===== config.mk =====
export PLATFORM = sky130hd
export DESIGN_NAME = pm25_aqi_and_category
export DESIGN_NICKNAME = d
export VERILOG_FILES = /design/src/rtl/pm25aqi_pkg.sv /design/src/rtl/pm25aqi_seg.sv /design/src/rtl/pm25aqi_scale.sv /design/src/rtl/pm25_aqi_and_category.sv
export SDC_FILE = /design/constraint.sdc
export NUM_CORES = 1
export LEC_CHECK = 0
export ABC_AREA = 1
export ABC_CLOCK_PERIOD_IN_PS = 10400
export CAP_MARGIN = 20
export CORE_MARGIN = 2
export CORE_UTILIZATION = 50
export CTS_BUF_LIST = sky130_fd_sc_hd__clkbuf_16
export DETAILED_ROUTE_END_ITERATION = 12
export DONT_BUFFER_PORTS = 1
export SLEW_MARGIN = 20
export SYNTH_ARGS = -nofsm -noshare
export SYNTH_HDL_FRONTEND = slang
export SYNTH_SLANG_ARGS = --single-unit
export TNS_END_PERCENT = 20

===== constraint.sdc =====
create_clock -name clk -period 10.4 [get_ports clk]
set_clock_uncertainty 0.15 [all_clocks]
set_input_delay 1.04 -clock clk [delete_from_list [all_inputs] [get_ports clk]]
set_output_delay 1.04 -clock clk [all_outputs]
set_load 0.1 [all_outputs]

===== src/rtl/pm25aqi_pkg.sv =====
// Shared constants, segment tables and types for the PM2.5 index block.
package pm25aqi_pkg;

  localparam int CONC_W      = 16;
  localparam int IDX_W       = 9;
  localparam int CAT_W       = 3;
  localparam int SEG_COUNT   = 7;
  localparam int SEG_IDX_W   = $clog2(SEG_COUNT);
  localparam int DIFF_W      = 11;
  localparam int NUM_W       = 13;
  localparam int QUO_W       = 7;
  localparam int RECIP_SHIFT = 24;
  localparam int RECIP_W     = 22;
  localparam int MUL_A_W     = 4;
  localparam int MUL_B_W     = 6;

  localparam logic [CONC_W-1:0] TOP_TENTHS = CONC_W'(5505);

  // Lower breakpoint of each segment in tenths of a microgram per cubic meter.
  localparam logic [CONC_W-1:0] SEG_LO [SEG_COUNT] = '{
    CONC_W'(0), CONC_W'(120), CONC_W'(355), CONC_W'(555),
    CONC_W'(1505), CONC_W'(2505), CONC_W'(3505)
  };

  // The slope span/width of each segment reduced to a/b; the quotient is
  // floor((2*d*a + b) / (2*b)) with d the offset into the segment.
  localparam logic [MUL_A_W-1:0] SEG_A [SEG_COUNT] = '{
    MUL_A_W'(5), MUL_A_W'(10), MUL_A_W'(1), MUL_A_W'(1),
    MUL_A_W'(1), MUL_A_W'(1), MUL_A_W'(1)
  };
  localparam logic [MUL_B_W-1:0] SEG_B [SEG_COUNT] = '{
    MUL_B_W'(12), MUL_B_W'(47), MUL_B_W'(4), MUL_B_W'(19),
    MUL_B_W'(10), MUL_B_W'(10), MUL_B_W'(20)
  };

  // Rounded-up reciprocals of 2*b, scaled by 2**RECIP_SHIFT. The rounding
  // error times the largest numerator stays below 2**RECIP_SHIFT, so the
  // truncated product is the exact quotient.
  localparam logic [RECIP_W-1:0] SEG_RECIP [SEG_COUNT] = '{
    RECIP_W'(((1 << RECIP_SHIFT) + 23) / 24),
    RECIP_W'(((1 << RECIP_SHIFT) + 93) / 94),
    RECIP_W'(((1 << RECIP_SHIFT) + 7) / 8),
    RECIP_W'(((1 << RECIP_SHIFT) + 37) / 38),
    RECIP_W'(((1 << RECIP_SHIFT) + 19) / 20),
    RECIP_W'(((1 << RECIP_SHIFT) + 19) / 20),
    RECIP_W'(((1 << RECIP_SHIFT) + 39) / 40)
  };

  localparam logic [IDX_W-1:0] SEG_ILO [SEG_COUNT] = '{
    IDX_W'(0), IDX_W'(50), IDX_W'(100), IDX_W'(150),
    IDX_W'(200), IDX_W'(300), IDX_W'(400)
  };

  localparam logic [CAT_W-1:0] CAT_GOOD      = CAT_W'(0);
  localparam logic [CAT_W-1:0] CAT_MODERATE  = CAT_W'(1);
  localparam logic [CAT_W-1:0] CAT_SLIGHT    = CAT_W'(2);
  localparam logic [CAT_W-1:0] CAT_UNHEALTHY = CAT_W'(3);
  localparam logic [CAT_W-1:0] CAT_VERY      = CAT_W'(4);
  localparam logic [CAT_W-1:0] CAT_HAZARDOUS = CAT_W'(5);
  localparam logic [CAT_W-1:0] CAT_EXTREME   = CAT_W'(6);
  localparam logic [CAT_W-1:0] CAT_UNKNOWN   = CAT_W'(7);

  localparam logic [IDX_W-1:0] IDX_MAX = IDX_W'(500);

  typedef struct packed {
    logic                 oor;
    logic [SEG_IDX_W-1:0] seg;
    logic [NUM_W-1:0]     num;
  } seg_t;

endpackage


===== src/rtl/pm25aqi_seg.sv =====
// Segment lookup and rounding numerator for one concentration sample.
module pm25aqi_seg (
  input  logic [pm25aqi_pkg::CONC_W-1:0] conc,
  output pm25aqi_pkg::seg_t              seg_info
);

  logic [pm25aqi_pkg::SEG_IDX_W-1:0] seg;
  logic [pm25aqi_pkg::CONC_W-1:0]    offset;
  logic [pm25aqi_pkg::NUM_W-1:0]     diff;

  always_comb begin
    // Exactly 12.0 still belongs to the first segment.
    seg = '0;
    if (conc > pm25aqi_pkg::SEG_LO[1]) begin
      seg = pm25aqi_pkg::SEG_IDX_W'(1);
    end
    for (int k = 2; k < pm25aqi_pkg::SEG_COUNT; k++) begin
      if (conc >= pm25aqi_pkg::SEG_LO[k]) begin
        seg = pm25aqi_pkg::SEG_IDX_W'(k);
      end
    end
  end

  assign offset = conc - pm25aqi_pkg::SEG_LO[seg];
  assign diff   = pm25aqi_pkg::NUM_W'(offset[pm25aqi_pkg::DIFF_W-1:0]);

  assign seg_info.oor = (conc > pm25aqi_pkg::TOP_TENTHS);
  assign seg_info.seg = seg;
  assign seg_info.num = pm25aqi_pkg::NUM_W'((diff << 1) * pm25aqi_pkg::SEG_A[seg]
                        + pm25aqi_pkg::SEG_B[seg]);

endmodule


===== src/rtl/pm25aqi_scale.sv =====
// Reciprocal scaling of the numerator, index assembly and category banding.
module pm25aqi_scale (
  input  pm25aqi_pkg::seg_t               seg_info,
  output logic [pm25aqi_pkg::IDX_W-1:0]   index_value,
  output logic [pm25aqi_pkg::CAT_W-1:0]   category,
  output logic                            out_of_range
);

  localparam int PROD_W = pm25aqi_pkg::NUM_W + pm25aqi_pkg::RECIP_W;

  logic [PROD_W-1:0]               prod;
  logic [pm25aqi_pkg::QUO_W-1:0]   quo;
  logic [pm25aqi_pkg::IDX_W-1:0]   idx;

  assign prod = PROD_W'(seg_info.num) * PROD_W'(pm25aqi_pkg::SEG_RECIP[seg_info.seg]);
  assign quo  = prod[pm25aqi_pkg::RECIP_SHIFT +: pm25aqi_pkg::QUO_W];
  assign idx  = pm25aqi_pkg::SEG_ILO[seg_info.seg] + pm25aqi_pkg::IDX_W'(quo);

  always_comb begin
    out_of_range = seg_info.oor;
    index_value  = idx;
    if (seg_info.oor) begin
      index_value = '0;
      category    = pm25aqi_pkg::CAT_UNKNOWN;
    end else if (idx < pm25aqi_pkg::IDX_W'(50)) begin
      category = pm25aqi_pkg::CAT_GOOD;
    end else if (idx < pm25aqi_pkg::IDX_W'(100)) begin
      category = pm25aqi_pkg::CAT_MODERATE;
    end else if (idx < pm25aqi_pkg::IDX_W'(150)) begin
      category = pm25aqi_pkg::CAT_SLIGHT;
    end else if (idx < pm25aqi_pkg::IDX_W'(200)) begin
      category = pm25aqi_pkg::CAT_UNHEALTHY;
    end else if (idx < pm25aqi_pkg::IDX_W'(300)) begin
      category = pm25aqi_pkg::CAT_VERY;
    end else if (idx < pm25aqi_pkg::IDX_W'(400)) begin
      category = pm25aqi_pkg::CAT_HAZARDOUS;
    end else begin
      category = pm25aqi_pkg::CAT_EXTREME;
    end
  end

endmodule


===== src/rtl/pm25_aqi_and_category.sv =====
// PM2.5 concentration to air quality index and category, three register stages.
// Takes one concentration beat per cycle while the output side is not stalled
// and returns its index, category and out-of-range flag after it passes the
// input register, the segment/numerator register and the result register.
// Each stage holds when the one after it is full and not draining, so up to
// three beats are held inside while the output is stalled, and the input
// stalls only once all three stages are full.
module pm25_aqi_and_category (
  input  logic                            clk,
  input  logic                            rst,
  input  logic                            in_valid,
  output logic                            in_ready,
  input  logic [pm25aqi_pkg::CONC_W-1:0]  concentration_tenths,
  output logic                            out_valid,
  input  logic                            out_ready,
  output logic [pm25aqi_pkg::IDX_W-1:0]   index_value,
  output logic [pm25aqi_pkg::CAT_W-1:0]   category,
  output logic                            out_of_range
);

  logic                           v1;
  logic                           v2;
  logic                           v3;
  logic                           en1;
  logic                           en2;
  logic                           en3;
  logic [pm25aqi_pkg::CONC_W-1:0] conc;
  pm25aqi_pkg::seg_t              seg_next;
  pm25aqi_pkg::seg_t              seg_reg;
  logic [pm25aqi_pkg::IDX_W-1:0]  index_next;
  logic [pm25aqi_pkg::CAT_W-1:0]  category_next;
  logic                           oor_next;

  assign en3      = !v3 || out_ready;
  assign en2      = !v2 || en3;
  assign en1      = !v1 || en2;
  assign in_ready = en1;

  always_ff @(posedge clk) begin
    if (rst) begin
      v1 <= 1'b0;
      v2 <= 1'b0;
      v3 <= 1'b0;
    end else begin
      if (en1) v1 <= in_valid;
      if (en2) v2 <= v1;
      if (en3) v3 <= v2;
    end
  end

  always_ff @(posedge clk) begin
    if (en1 && in_valid) conc <= concentration_tenths;
    if (en2 && v1) seg_reg <= seg_next;
    if (en3 && v2) begin
      index_value  <= index_next;
      category     <= category_next;
      out_of_range <= oor_next;
    end
  end

  pm25aqi_seg u_seg (
    .conc     (conc),
    .seg_info (seg_next)
  );

  pm25aqi_scale u_scale (
    .seg_info     (seg_reg),
    .index_value  (index_next),
    .category     (category_next),
    .out_of_range (oor_next)
  );

  assign out_valid = v3;

endmodule


== Word-level counts from Yosys, hierarchy flattened ==
Memory sizes are Yosys's and may differ from the RTL's.
Cells that the tools add are included.

* Memories kept: 5
* Bits in registers: 49
* Input port bits: 20
* Bits in read-only memories: 456
* Output and inout port bits: 15
* Logic and storage cells: 68

{| class="wikitable"
|+ Memory list
! name !! words !! bits a word !! rd ports !! clocked after Yosys merged registers in !! write ports !! line !! source
|-
| (name not given) || 8 || 22 || 1 || 0 || 0 || pm25aqi_scale.sv:15 || <nowiki>assign prod = PROD_W'(seg_info.num) * PROD_W'(pm25aqi_pkg::SEG_RECIP[seg_info.seg]);</nowiki>
|-
| (name not given) || 8 || 16 || 1 || 0 || 0 || pm25aqi_seg.sv:24 || <nowiki>assign offset = conc - pm25aqi_pkg::SEG_LO[seg];</nowiki>
|-
| (name not given) || 8 || 9 || 1 || 0 || 0 || pm25aqi_scale.sv:17 || <nowiki>assign idx = pm25aqi_pkg::SEG_ILO[seg_info.seg] + pm25aqi_pkg::IDX_W'(quo);</nowiki>
|-
| (name not given) || 8 || 6 || 1 || 0 || 0 || pm25aqi_seg.sv:30 || <nowiki>+ pm25aqi_pkg::SEG_B[seg]);</nowiki>
|-
| (name not given) || 8 || 4 || 1 || 0 || 0 || pm25aqi_seg.sv:29 || <nowiki>assign seg_info.num = pm25aqi_pkg::NUM_W'((diff << 1) * pm25aqi_pkg::SEG_A[seg]</nowiki>
|}

* Multiply operators: 2
* Bitwise operators: 2
* Multiplexer cells: 22
* Reduce and logical (&&, ||, !) cells: 9
* Add/subtract/negate cells: 3
* Order comparisons: 15

{| class="wikitable"
|+ Operators by type and width
! kind !! count
|-
| two-way mux 22 bit || 2
|-
| greater-or-equal comparator 16 x 12 -> 1 bit (second input constant) || 2
|-
| multiplier 13 x 22 -> 31 bit || 1
|-
| two-way mux 3 bit || 10
|-
| two-way mux 11 bit || 2
|-
| < comparator 9 x 8 -> 1 bit (second input constant) || 2
|-
| < comparator 9 bit (second input constant) || 2
|-
| two-way mux 9 bit || 2
|-
| greater-or-equal comparator 16 x 10 -> 1 bit (second input constant) || 1
|-
| greater-or-equal comparator 16 x 11 -> 1 bit (second input constant) || 1
|-
| greater-or-equal comparator 16 x 9 -> 1 bit (second input constant) || 1
|-
| greater-than comparator 16 x 13 -> 1 bit (second input constant) || 1
|-
| greater-than comparator 16 x 7 -> 1 bit (second input constant) || 1
|-
| adder 13 x 6 -> 13 bit || 1
|-
| multiplier 11 x 4 -> 12 bit || 1
|-
| two-way mux 6 bit || 2
|-
| subtractor 11 bit || 1
|-
| adder 9 x 7 -> 9 bit || 1
|-
| < comparator 9 x 6 -> 1 bit (second input constant) || 1
|-
| < comparator 9 x 7 -> 1 bit (second input constant) || 1
|-
| greater-or-equal comparator 4 bit (second input constant) || 2
|-
| two-way mux 4 bit || 2
|-
| inverter 3 -> 4 bit || 2
|-
| logical AND 1 bit || 3
|-
| other kinds (4) || 8
|}

== Longest topological paths before layout ==
Gate-level depths: netlist (run 1).

* Word-level depth: 14
* Depth in mapped cells: 46
* Mapped depth without buffers: 46

== By module ==
A second synthesis (run 1) with hierarchy kept.

* Cells, all modules: 1576
* Area, all modules: 12418.2 µm²

{| class="wikitable"
|+ By module, submodules not included
! module !! instances !! cells an instance !! sequential area each (µm²) !! area each (µm²)
|-
| pm25aqi_scale || 1 || 1112 || 0.0 || 8449.4
|-
| pm25aqi_seg || 1 || 400 || 0.0 || 2452.4
|-
| pm25_aqi_and_category || 1 || 64 || 1441.4 || 1516.5
|}

== Worst setup path before layout (run 1) ==
No wires, ideal clock.

* Path type: reg2reg
* From: register seg_reg[13] (netlist bit)
* To: register category[0] (netlist bit), data pin
* Slack: 3140 ps
* Period minus slack after synthesis: 7260 ps
* Cell stages (with the launch flop): 43
* Path buffers: 1
* Setup time: 253 ps
* Arrival: 6857 ps
* Required time: 9997 ps
* Cell sequence: edfxtp_1 -> inv_1 -> ha_1 -> nand2_1 -> nand2_2 -> buf_1 -> nor2_1 -> inv_1 -> fa_1 -> inv_1 -> fa_1 -> fa_1 -> fa_1 -> inv_1 -> fa_1 -> inv_1 -> ha_1 -> nand2_1 -> [... 7 more ...] -> nand2_1 -> nand2_1 -> inv_2 -> fa_1 -> nand3b_1 -> nand2_1 -> nand2_1 -> nand2_1 -> nand2_1 -> nand2_1 -> xor2_1 -> o21ai_1 -> nand3_1 -> nand2_1 -> nand2_1 -> nand2_1 -> nand2_1 -> nand2_1

* Longest elaborated chain between the ends: 13
* Elaborated cells between the ends (all ways): 21
* Classes of those cells: add/sub (1); mul (1); order compare (6); mux (10); bitwise (1); memory (2)

{| class="wikitable"
|+ Ends and longest elaborated chain
! what !! line !! source
|-
| from (decl) || pm25_aqi_and_category.sv:29 || <nowiki>pm25aqi_pkg::seg_t seg_reg;</nowiki>
|-
| from (signal assigned) || pm25_aqi_and_category.sv:53 || <nowiki>if (en2 && v1) seg_reg <= seg_next;</nowiki>
|-
| inverter 3 -> 4 bit (implied by the code) * || pm25aqi_scale.sv:15, pm25aqi_scale.sv:17 ||
|-
| memory read (8 x 22 bit) || - ||
|-
| two-way mux 22 bit (implied by the code) (2 in series) || pm25aqi_scale.sv:15 ||
|-
| multiplier 13 x 22 -> 31 bit || pm25aqi_scale.sv:15 ||
|-
| adder 9 x 7 -> 9 bit * || pm25aqi_scale.sv:17 ||
|-
| < comparator 9 bit || pm25aqi_scale.sv:35 || <nowiki>end else if (idx < pm25aqi_pkg::IDX_W'(400)) begin</nowiki>
|-
| two-way mux 2 bit || pm25aqi_scale.sv:35 ||
|-
| two-way mux 3 bit || pm25aqi_scale.sv:33 || <nowiki>end else if (idx < pm25aqi_pkg::IDX_W'(300)) begin</nowiki>
|-
| two-way mux 3 bit || pm25aqi_scale.sv:31 || <nowiki>end else if (idx < pm25aqi_pkg::IDX_W'(200)) begin</nowiki>
|-
| two-way mux 3 bit || pm25aqi_scale.sv:29 || <nowiki>end else if (idx < pm25aqi_pkg::IDX_W'(150)) begin</nowiki>
|-
| two-way mux 3 bit || pm25aqi_scale.sv:27 || <nowiki>end else if (idx < pm25aqi_pkg::IDX_W'(100)) begin</nowiki>
|-
| two-way mux 3 bit * || pm25aqi_scale.sv:25 || <nowiki>end else if (idx < pm25aqi_pkg::IDX_W'(50)) begin</nowiki>
|-
| to (signal assigned) || pm25_aqi_and_category.sv:56 || <nowiki>category <= category_next;</nowiki>
|-
| to (decl) || pm25_aqi_and_category.sv:17 || <nowiki>output logic [pm25aqi_pkg::CAT_W-1:0] category,</nowiki>
|}

Every way passes the cells marked *; elsewhere a longest branch is shown, timed or not. The select of a mux whose other input is x is not followed.
A chain may end at the register's enable or synchronous reset.

== Worst setup path after layout (run 1) ==
* From: register seg_reg[15] (netlist bit)
* To: register category[0] (netlist bit), data pin

Same word-level chain as after synthesis.

==> out/metrics.cfg, run 1 <==
[outcome]
status = complete, no violations

[floorplan]
ioPinCount = 35
fp.dieArea_sq_um = 25900
core_sq_um = 24200
die_x_microns = 161
start_util_pct = 50.8
rows = 57
fp.dieH_microns = 161

[finish]
fin_util_pct = 53.0
drive_gt1_share_pct = 4.45
nets = 1901
synthToLayoutAreaGrowth_pct = 4.45
fin_area_sq_um = 12900
fill_cells = 2416
n_antenna_cell = 0
largest_reg_flops = 17
fin_cells = 1873

[synth]
synth_edf_count = 46
syn-num-nets = 1899
postSynthCellCount = 1546
async_flop_share_pct = 0
yosysSeqAreaShare_pct = 11.7
ys_seq_elements = 49
ys.flop_type = edfxtp_1
syn_area_per_cell_sq_um = 7.97
yosys_warnings = 0
yosysUniqueCellTypes = 50
netlist_area_sq_um = 12300

[job]
maxCapViolations = 0

[critical_path]
required_ps = 10310
arrival_ps = 8640
startpoint = seg_reg[15]
crit_top_cell = nand2_1
start_kind = flop
max_stage_delay_ps = 990
crit_buf_inv = 10
worstSetupEndpointType = flop
r2r_slack_ps = 1660
crit_slowest_cell = edfxtp_1
r2r-start = seg_reg[15]
worstPathMaxFanout = 21
critPathTopFamily = adder cells
worstSetupPathType = flop to flop

[timing]
setup_viol = 0
fmaxAchievable_ghz = 0.114
slew_viol_final = 0
rsz0062_at_grt = false
tightestPinTransition_ps = 1050
post-route-min-period_ps = 8740
fin_crit_sh_pct = 84.0
hold_viol_final = 0
setup_tns_ps = 0
slew_headroom_pct = 30.2

[place]
io_buffer_count = 0
place_inst = 1865
dp_hpwl_mm = 29.5
place_area_sq_um = 12700
place_congestion = 1.02

[routing]
postRouteWirelength_mm = 32.8
drt-pass1-iter-count = 5
drc = 0
drt-initial-drc-count = 561
ant_nets = 0
num_vias = 9604
via_per_inst = 5.13
wl_per_cell_microns = 17.5

[cts]
ctsHoldBuffers = 0
clkSinkCount = 49
cts_tree = done
cts_buffers = 5
clk-insertion-delay-late_ps = 300
cts_max_level = 2
cts_buffer_depth = 2
cts-resized-gates = 0
cts.clk_slew.worst_paths_ps = 70
root_buffer = clkbuf_16
post-cts-setup-buffers = 0

[grt]
grt_pass1_vias = 10065
antenna_found_initial = 0
grt_max_degree = 22
grt_pass1_wl_mm = 53.2
track_usage_pct = 26.7
overflow = 0

[worst_hold_path]
min_from = v2
hold_class = flop to flop

[pwr]
pwr-share-clk_pct = 5.9
power_mw = 2.87
powerDensity_nw_per_um2 = 223
peakVddDrop_mv = 0.210
p_leak_nw = 6.94
seq_power_share_pct = 9.6
p_sw_mw = 1.67
p_int_mw = 1.20
swShare_pct = 58.2
p_comb_share_pct = 84.5

[final cells by class]
class / count / area, sq um / share of cell area [%]
inverter: 471 / 1770 / 13.8
sequential: 49 / 1440 / 11.2
multi-input combinational: 1019 / 9070 / 70.5
tap: 324 / 405 / 3.15
timing repair buffer: 2 / 15.0 / 0.117
clock inverter: 3 / 28.8 / 0.224
clock buffer: 5 / 125 / 0.973
[Yosys cell counts, types with 2 or more instances]
cell type	n	share of area, %
a21o_1	6	0.37
a21oi_1	59	2.4
a21oi_2	2	0.14
a221oi_1	2	0.14
a31oi_1	5	0.25
clkbuf_1	5	0.15
clkinv_1	3	0.091
dfxtp_1	3	0.49
edfxtp_1	46	11
fa_1	205	33
ha_1	128	13
inv_1	451	14
inv_2	15	0.46
nand2_1	232	7.1
nand2_2	15	0.76
nand2_4	4	0.37
nand3_1	57	2.3
nand3_2	3	0.24
nand3_4	2	0.28
nand3b_1	2	0.12
nand4_1	16	0.81
nor2_1	161	4.9
nor2_2	4	0.20
nor2_4	5	0.46
nor3_1	13	0.53
nor4_1	3	0.15
o211ai_1	2	0.12
o21a_1	4	0.24
o21ai_0	23	0.93
o21ai_1	5	0.20
o21bai_1	10	0.61
or2_1	2	0.10
xnor2_1	18	1.3
xor2_1	19	1.4
[path summary, 6_finish.rpt]
check        cells after the start     endpoint
max                             40  category[0]
min                              2    out_valid
max reg2reg                     40  category[0]
min reg2reg                      2    out_valid
[logic make-up (layout without fill, tap and decap cells)]
family | after synthesis | count (layout) | share of synthesized area [%]
AOI/OAI and AO/OA | 125 | 125 | 5.94
DFF | 49 | 49 | 11.7
adders and majority gates | 333 | 333 | 46.3
and+or+nand+nor | 523 | 523 | 18.6
xor gates and xnor gates | 38 | 38 | 2.76
buffers and inverters | 478 | 481 | 14.6
[worst min-delay path, cell delays in order (launching register included)]
cell and delay [ps]:
dfxtp_1 300, inv_1 90, a21oi_1 70
[metrics by stage]
stage                     setup slack (ps)  hold slack, ps
after floorplan                       3140             274
after global placement                1830             318
after detailed placement              1810             325
after CTS                             1770             336
after global routing                   983             389
final                                 1660             350
[routing by layer]
layer | track usage, % | up-vias | share of wire (%)
met2 | 48.4 | 290 | 50
li1 | - | 4623 | -
met1 | 33.5 | 4620 | 41
met4 | 8.89 | 0 | 3.5
met5 | 0 | - | 0
met3 | 2.66 | 71 | 4.9
[power groups by stage]
stage	Clock [mW]	Sequential [mW]	Combinational, mW
5_1_grt	0.181	0.276	2.80
6_report	0.170	0.275	2.43
2_1_floorplan	0	0.272	1.77
4_1_cts	0.176	0.274	2.43
3_5_place_dp	0	0.279	2.41
3_3_place_gp	0	0.279	2.42
[layout by cell type, fill, tap and decap left out, types with 6 or more instances in the layout]
master / instances
inv_1: 451
nand2_1: 232
fa_1: 205
nor2_1: 161
ha_1: 128
a21oi_1: 58
nand3_1: 57
edfxtp_1: 46
o21ai_0: 23
xor2_1: 19
xnor2_1: 18
nand4_1: 16
inv_2: 15
nand2_2: 15
nor3_1: 13
o21bai_1: 10
a21o_1: 6
(Power assumes the default switching activity.)
==> run 2, diff against run 1 <==
ABC_CLOCK_PERIOD_IN_PS = 7500   (was 10400)
PLACE_DENSITY = 0.68   (was not set)
clock period = 7.5 ns   (was 10.4 ns; I/O delays follow)
==> run 2 against run 1 <==
Effect of this change: fmax rose by 19%; die area did not move; sequential cell count did not move; sequential share of layout area fell by 1.6 points; register-to-register slack got worse by 1500 ps; final area rose by 16%; via count rose by 9.1%; critical path type unchanged; critical endpoint unchanged; largest power group unchanged.
==> out/metrics.cfg, run 2 (synthesized netlist as in run 1, its figures left out) <==
[outcome]
status = complete, no violations

[timing]
hold_viol_final = 0  ; unchanged
tightestPinTransition_ps = 1020  ; -29.8 ps
slew_viol_final = 0  ; unchanged
whs_ps = 332  ; -18.3 ps
rsz0062_at_grt = true
setup_viol = 0  ; unchanged
setup_slack_ps = 164  ; -1500 ps
slew_headroom_pct = 32.2  ; +2.0 points
fmaxAchievable_ghz = 0.136  ; +19%
fin_crit_sh_pct = 97.8  ; +14 points
post-route-min-period_ps = 7340  ; -1400 ps

[routing]
drc = 0  ; unchanged
num_vias = 10481  ; +9.1%
drt-pass1-iter-count = 5  ; unchanged
via_per_inst = 5.15  ; +0.44%
drt-initial-drc-count = 735  ; +31%
postRouteWirelength_mm = 34.3  ; +4.8%
wl_per_cell_microns = 16.9  ; -3.6%
ant_nets = 0  ; unchanged

[cts]
cts_tree = done
clk-insertion-delay-late_ps = 300  ; about the same
ctsHoldBuffers = 0  ; unchanged
cts_buffers = 5  ; unchanged
clkSinkCount = 49  ; unchanged
cts.clk_slew.worst_paths_ps = 70  ; about the same
cts_buffer_depth = 2  ; unchanged
cts_max_level = 2  ; unchanged
root_buffer = clkbuf_16

[place]
pre_cts_ws_ps = -193  ; -2000 ps
dp_hpwl_mm = 29.5  ; about the same
place_congestion = 0.976  ; -3.9%
io_buffer_count = 0  ; unchanged

[critical_path]
crit_top_cell = nand2_1
worstSetupPathType = flop to flop
worstPathMaxFanout = 6  ; -71%
start_kind = flop
arrival_ps = 7240  ; -1400 ps
r2r_slack_ps = 160  ; -1500 ps
crit_slowest_cell = fa_1
worstSetupEndpointType = flop
required_ps = 7400  ; -2910 ps
reg2reg_to = category[0]
r2r-start = seg_reg[13]
max_stage_delay_ps = 550  ; -440 ps
rr_worst_depth = 44  ; +10%

[grt]
track_usage_pct = 27.1  ; +0.38 points
grt_pass1_wl_mm = 54.5  ; +2.3%
grt_pass1_vias = 10922  ; +8.5%
grt_max_degree = 19  ; -14%
overflow = 0  ; unchanged
antenna_found_initial = 0  ; unchanged

[pwr]
p_int_mw = 2.84  ; +140%
peakVddDrop_mv = 0.422  ; +100%
seq_power_share_pct = 6.5  ; -3.1 points
p_sw_mw = 3.00  ; +80%
p_leak_nw = 7.79  ; +12%
pwr-share-clk_pct = 4.1  ; -1.8 points
p_comb_share_pct = 89.4  ; +4.9 points
swShare_pct = 51.4  ; -6.8 points
powerDensity_nw_per_um2 = 391  ; +75%

[finish]
final_common_cell = inv_1
layout_common_cells = 430 x inv_1, 208 x nand2_1, 192 x fa_1, 153 x buf_4, 126 x nor2_1
fill_cells = 2166  ; -10%
n_antenna_cell = 0  ; unchanged
largest_reg_flops = 17  ; unchanged
synthToLayoutAreaGrowth_pct = 21.4
drive_gt1_share_pct = 22.5  ; +18 points
nets = 2063  ; +8.5%

[worst_hold_path]
min_to = v2
hold_depth = 2  ; unchanged
min_from = v1
hold_class = flop to flop

[floorplan]
start_util_pct = 50.8  ; unchanged
die_x_microns = 161  ; unchanged
core_sq_um = 24200  ; unchanged
fp.dieH_microns = 161  ; unchanged
ioPinCount = 35  ; unchanged
rows = 57  ; unchanged
fp.dieArea_sq_um = 25900  ; unchanged

[job]
maxCapViolations = 0  ; unchanged

## run 2: changes by cell type in the layout (fill, tap and decap cells not counted), sizes merged
cell	delta
buf	+161
clkinvlp	+1
inv	-1
nand2	+1
## run 2: power groups by stage
stage / combinational [mW] / sequential [mW] / clock [mW]
4_1_cts: 4.24 / 0.376 / 0.244
5_1_grt: 5.78 / 0.379 / 0.252
2_1_floorplan: 2.46 / 0.377 / 0
3_5_place_dp: 4.03 / 0.382 / 0
6_report: 5.22 / 0.377 / 0.239
3_3_place_gp: 4.00 / 0.382 / 0
## run 2: critical path: cells and delay by family, from the launching register on
family | cells | cell delay (ps)
flip-flops | 1 | 470
AO/OA/AOI/OAI | 1 | 170
AND/OR/NAND/NOR | 20 | 1620
XOR/XNOR | 1 | 220
adder cells (fa/ha/maj) | 8 | 3290
buffers and inverters | 14 | 1140
## run 2: how the worst max path moves through the flow
stage	startpoint	to	slack [ps]	depth (start not counted)
floorplan	seg_reg[13]	category[0]	240	42
global placement	seg_reg[14]	category[0]	-120	43
detailed placement	seg_reg[13]	category[0]	-190	39
CTS	seg_reg[14]	category[0]	5	46
global route	seg_reg[13]	category[0]	-290	41
finish	seg_reg[13]	category[0]	160	44
## run 2: layout make-up
type | count | area, sq um | area share [%]
Tap cell | 324 | 405 | 2.71
Inverter | 471 | 1780 | 11.9
Multi-Input combinational cell | 1020 | 9890 | 66.2
Sequential cell | 49 | 1440 | 9.64
Clock buffer | 5 | 125 | 0.837
Timing Repair Buffer | 163 | 1280 | 8.55
Clock inverter | 3 | 28.8 | 0.193
## run 2: what timing repair did
item                                    in CTS  in global routing
gates resized for setup                     40                162
pin swaps                                    6                 83
buffers inserted                             1                 18
endpoints found under the setup margin       3                  8
cloned                                       1                  0
endpoints found under the hold margin        0                  0
## run 2: routing by layer
| layer | share of wire (%) | track usage [%] | up-vias |
|---|---|---|---|
| met5 | 0 | 0 | - |
| met4 | 4.4 | 10.9 | 0 |
| met3 | 5.7 | 3.93 | 81 |
| met2 | 51 | 47.9 | 345 |
| met1 | 39 | 33.4 | 5098 |
| li1 | - | - | 4957 |
## run 2: per-stage QoR
stage / instance area (sq um) / utilization, % / std cells / TNS (ps) / power, mW
after floorplan: 12300 / - / 1546 / 0 / 2.84
after detailed placement: 13800 / 56.8 / 2007 / -340 / 4.41
after CTS: 14100 / 58.1 / 2017 / 0 / 4.86
after global placement: 13800 / 56.8 / 2007 / -165 / 4.38
final: 14900 / 61.7 / 2035 / 0 / 5.84
after global routing: 14900 / 61.7 / 2035 / -632 / 6.42
==> run 3, diff against run 2 <==
ABC_AREA = not set   (was 1)
CORE_UTILIZATION = 35   (was 50)
PLACE_DENSITY = not set   (was 0.68)
==> run 3 against run 2 <==
Effect of this change: the flow now finishes with violations (setup timing); first-iteration DRC count fell by 29%; via count fell by 12%; register-to-register slack got worse by 870 ps; non-clock buffer count rose by 74; final cell count fell by 3.5%; sequential power rose by 13%; setup slack got worse by 870 ps; critical endpoint unchanged; wire length fell by 9.9%; synthesized cell count fell by 16%; sequential cell count did not move; largest power group unchanged; combinational power rose by 23%.
==> out/metrics.cfg, run 3 <==
[outcome]
status = finished with violations
violations = setup timing

[critical_path]
worstPathMaxFanout = 4  ; -2
max_stage_delay_ps = 550  ; about the same
required_ps = 7390  ; about the same
worstSetupPathType = flop to flop
crit_top_cell = fa_1
critPathTopFamily = adder cells
crit_buf_inv = 6  ; -8
start_kind = flop
worstSetupEndpointType = flop
r2r_slack_ps = -700  ; -870 ps
crit_slowest_cell = fa_1
arrival_ps = 8090  ; +850 ps

[worst_hold_path]
hold_class = input pin to flop

[job]
maxCapViolations = 0  ; unchanged

[timing]
tightestPinTransition_ps = 1050  ; +37.1 ps
rsz0062_at_grt = true
setup_viol = 7  ; +7
slew_viol_final = 0  ; unchanged
slew_headroom_pct = 29.6  ; -2.6 points
fmaxAchievable_ghz = 0.122  ; -11%
fin_crit_sh_pct = 109  ; +12 points
post-route-min-period_ps = 8200  ; +867 ps
hold_viol_final = 0  ; unchanged
setup_slack_ps = -703  ; -867 ps

[finish]
fin_area_sq_um = 14700  ; -1.7%
synthToLayoutAreaGrowth_pct = 25.4
n_antenna_cell = 0  ; unchanged
drive_gt1_share_pct = 22.7  ; +0.20 points
final_common_cell = inv_1
nets = 1867  ; -9.5%
largest_reg_flops = 17  ; unchanged
fill_cells = 3219  ; +49%
layout_common_cells = 344 x inv_1, 218 x buf_4, 195 x fa_1, 113 x ha_1, 106 x nand2_1

[floorplan]
rows = 67  ; +18%
start_util_pct = 35.2  ; -16 points
fp.dieH_microns = 187  ; +16%
fp.dieArea_sq_um = 35000  ; +35%
ioPinCount = 35  ; unchanged
core_sq_um = 33300  ; +37%
die_x_microns = 187  ; +16%

[synth]
ys_seq_elements = 49  ; unchanged
yosysUniqueCellTypes = 67  ; +34%
synthTopCellsByCount = 356 x inv_1, 205 x fa_1, 128 x ha_1, 112 x nand2_1, 67 x nor2_1
syn_area_per_cell_sq_um = 9.04  ; +13%
ys.flop_type = edfxtp_1
synth_top_area_cell = fa_1
postSynthCellCount = 1297  ; -16%
yosys-top-cells-area = fa_1 35%, ha_1 14%, edfxtp_1 12%
synth_edf_count = 46  ; unchanged
synth_top_area_share_pct = 35.0  ; +1.7 points
yosysMostFrequentCell = inv_1
yosys_warnings = 0  ; unchanged
async_flop_share_pct = 0  ; unchanged
syn-num-nets = 1650  ; -13%
netlist_area_sq_um = 11700  ; -4.8%
yosysSeqAreaShare_pct = 12.3  ; +0.59 points

[cts]
root_buffer = clkbuf_16
cts_tree = done
clk-insertion-delay-late_ps = 290  ; about the same
cts_max_level = 2  ; unchanged
clkSinkCount = 49  ; unchanged
cts_buffer_depth = 2  ; unchanged
cts.clk_slew.worst_paths_ps = 70  ; about the same
cts_buffers = 5  ; unchanged

[routing]
ant_nets = 0  ; unchanged
drt-pass1-iter-count = 5  ; unchanged
drt-initial-drc-count = 524  ; -29%
postRouteWirelength_mm = 30.9  ; -9.9%
via_per_inst = 4.68  ; -9.1%
wl_per_cell_microns = 15.8  ; -6.6%
num_vias = 9192  ; -12%
drc = 0  ; unchanged

[pwr]
p_sw_mw = 3.42  ; +14%
peakVddDrop_mv = 0.592  ; +40%
power_mw = 7.08  ; +21%
powerDensity_nw_per_um2 = 481  ; +23%
p_leak_nw = 7.45  ; -4.4%
pwr-share-clk_pct = 3.5  ; -0.6 points
seq_power_share_pct = 6.0  ; -0.5 points
p_comb_share_pct = 90.5  ; +1.1 points
p_int_mw = 3.66  ; +29%
swShare_pct = 48.3  ; -3.1 points

[grt]
grt_pass1_vias = 9951  ; -8.9%
grt_pass1_wl_mm = 50.7  ; -7.0%
antenna_found_initial = 0  ; unchanged
track_usage_pct = 18.2  ; -8.9 points
overflow = 0  ; unchanged
grt_max_degree = 18  ; -1

[place]
place_congestion = 0.983  ; +0.71%
place_area_sq_um = 14000  ; +1.4%
dp_hpwl_mm = 27.2  ; -8.0%
io_buffer_count = 0  ; unchanged

run 3: power by group through the flow:
stage / Sequential (mW) / Clock [mW] / Combinational (mW)
2_1_floorplan: 0.416 / 0 / 3.55
3_3_place_gp: 0.430 / 0 / 5.70
3_5_place_dp: 0.430 / 0 / 5.80
4_1_cts: 0.425 / 0.255 / 6.15
5_1_grt: 0.430 / 0.263 / 7.25
6_report: 0.426 / 0.249 / 6.40
run 3: cells by family after synthesis:
| group | after synthesis | share of synthesized area [%] |
|---|---|---|
| XOR/XNOR | 52 | 4.07 |
| adder cells (fa/ha/maj) | 333 | 48.7 |
| flip-flops | 49 | 12.3 |
| AND/OR/NAND/NOR | 317 | 13.2 |
| multiplexers | 3 | 0.278 |
| AO/OA/AOI/OAI | 159 | 9.12 |
| buffers and inverters | 384 | 12.3 |
run 3: what timing repair did:
item / CTS / global route
endpoints found under the setup margin: 9 / 11
endpoints found under the hold margin: 0 / 0
gates resized for setup: 47 / 45
setup buffers: 15 / 13
hold buffers: 0 / 0
cloned: 0 / 1
pin swaps: 47 / 42
run 3: per-layer routing:
metal / global-route usage [%] / share of wire (%) / up-vias
li1: - / - / 4433
met4: 6.72 / 4.0 / 0
met3: 2.61 / 5.0 / 65
met2: 31.7 / 47 / 201
met5: 0 / 0 / -
met1: 23.0 / 43 / 4493
run 3: cell type report:
type | count | area, sq um | share of cell area, %
multi-input combinational | 864 | 9290 | 63.2
timing repair buffer | 237 | 1890 | 12.9
sequential | 49 | 1440 | 9.81
inverter | 357 | 1350 | 9.17
tap | 448 | 561 | 3.81
clock buffer | 5 | 125 | 0.851
clock inverter | 3 | 41.3 | 0.281
run 3: per-stage QoR:
stage / TNS, ps / util [%] / hold WS [ps] / cells / worst slack, ps
finish: -3120 / 44.2 / 372 / 1963 / -703
floorplan: -1910 / - / 305 / 1297 / -610
detailed placement: -5650 / 42.0 / 362 / 1931 / -1020
global route: -5440 / 44.2 / 369 / 1963 / -961
CTS: -3240 / 43.2 / 364 / 1950 / -761
global placement: -4100 / 42.0 / 346 / 1931 / -812
run 3: path summary, 6_finish.rpt:
path,from,to,depth (start not counted)
hold reg to reg,v1,v2,2
setup reg to reg,seg_reg[14],category[0],33
setup / recovery,seg_reg[14],category[0],33
hold / removal,rst,v2,1
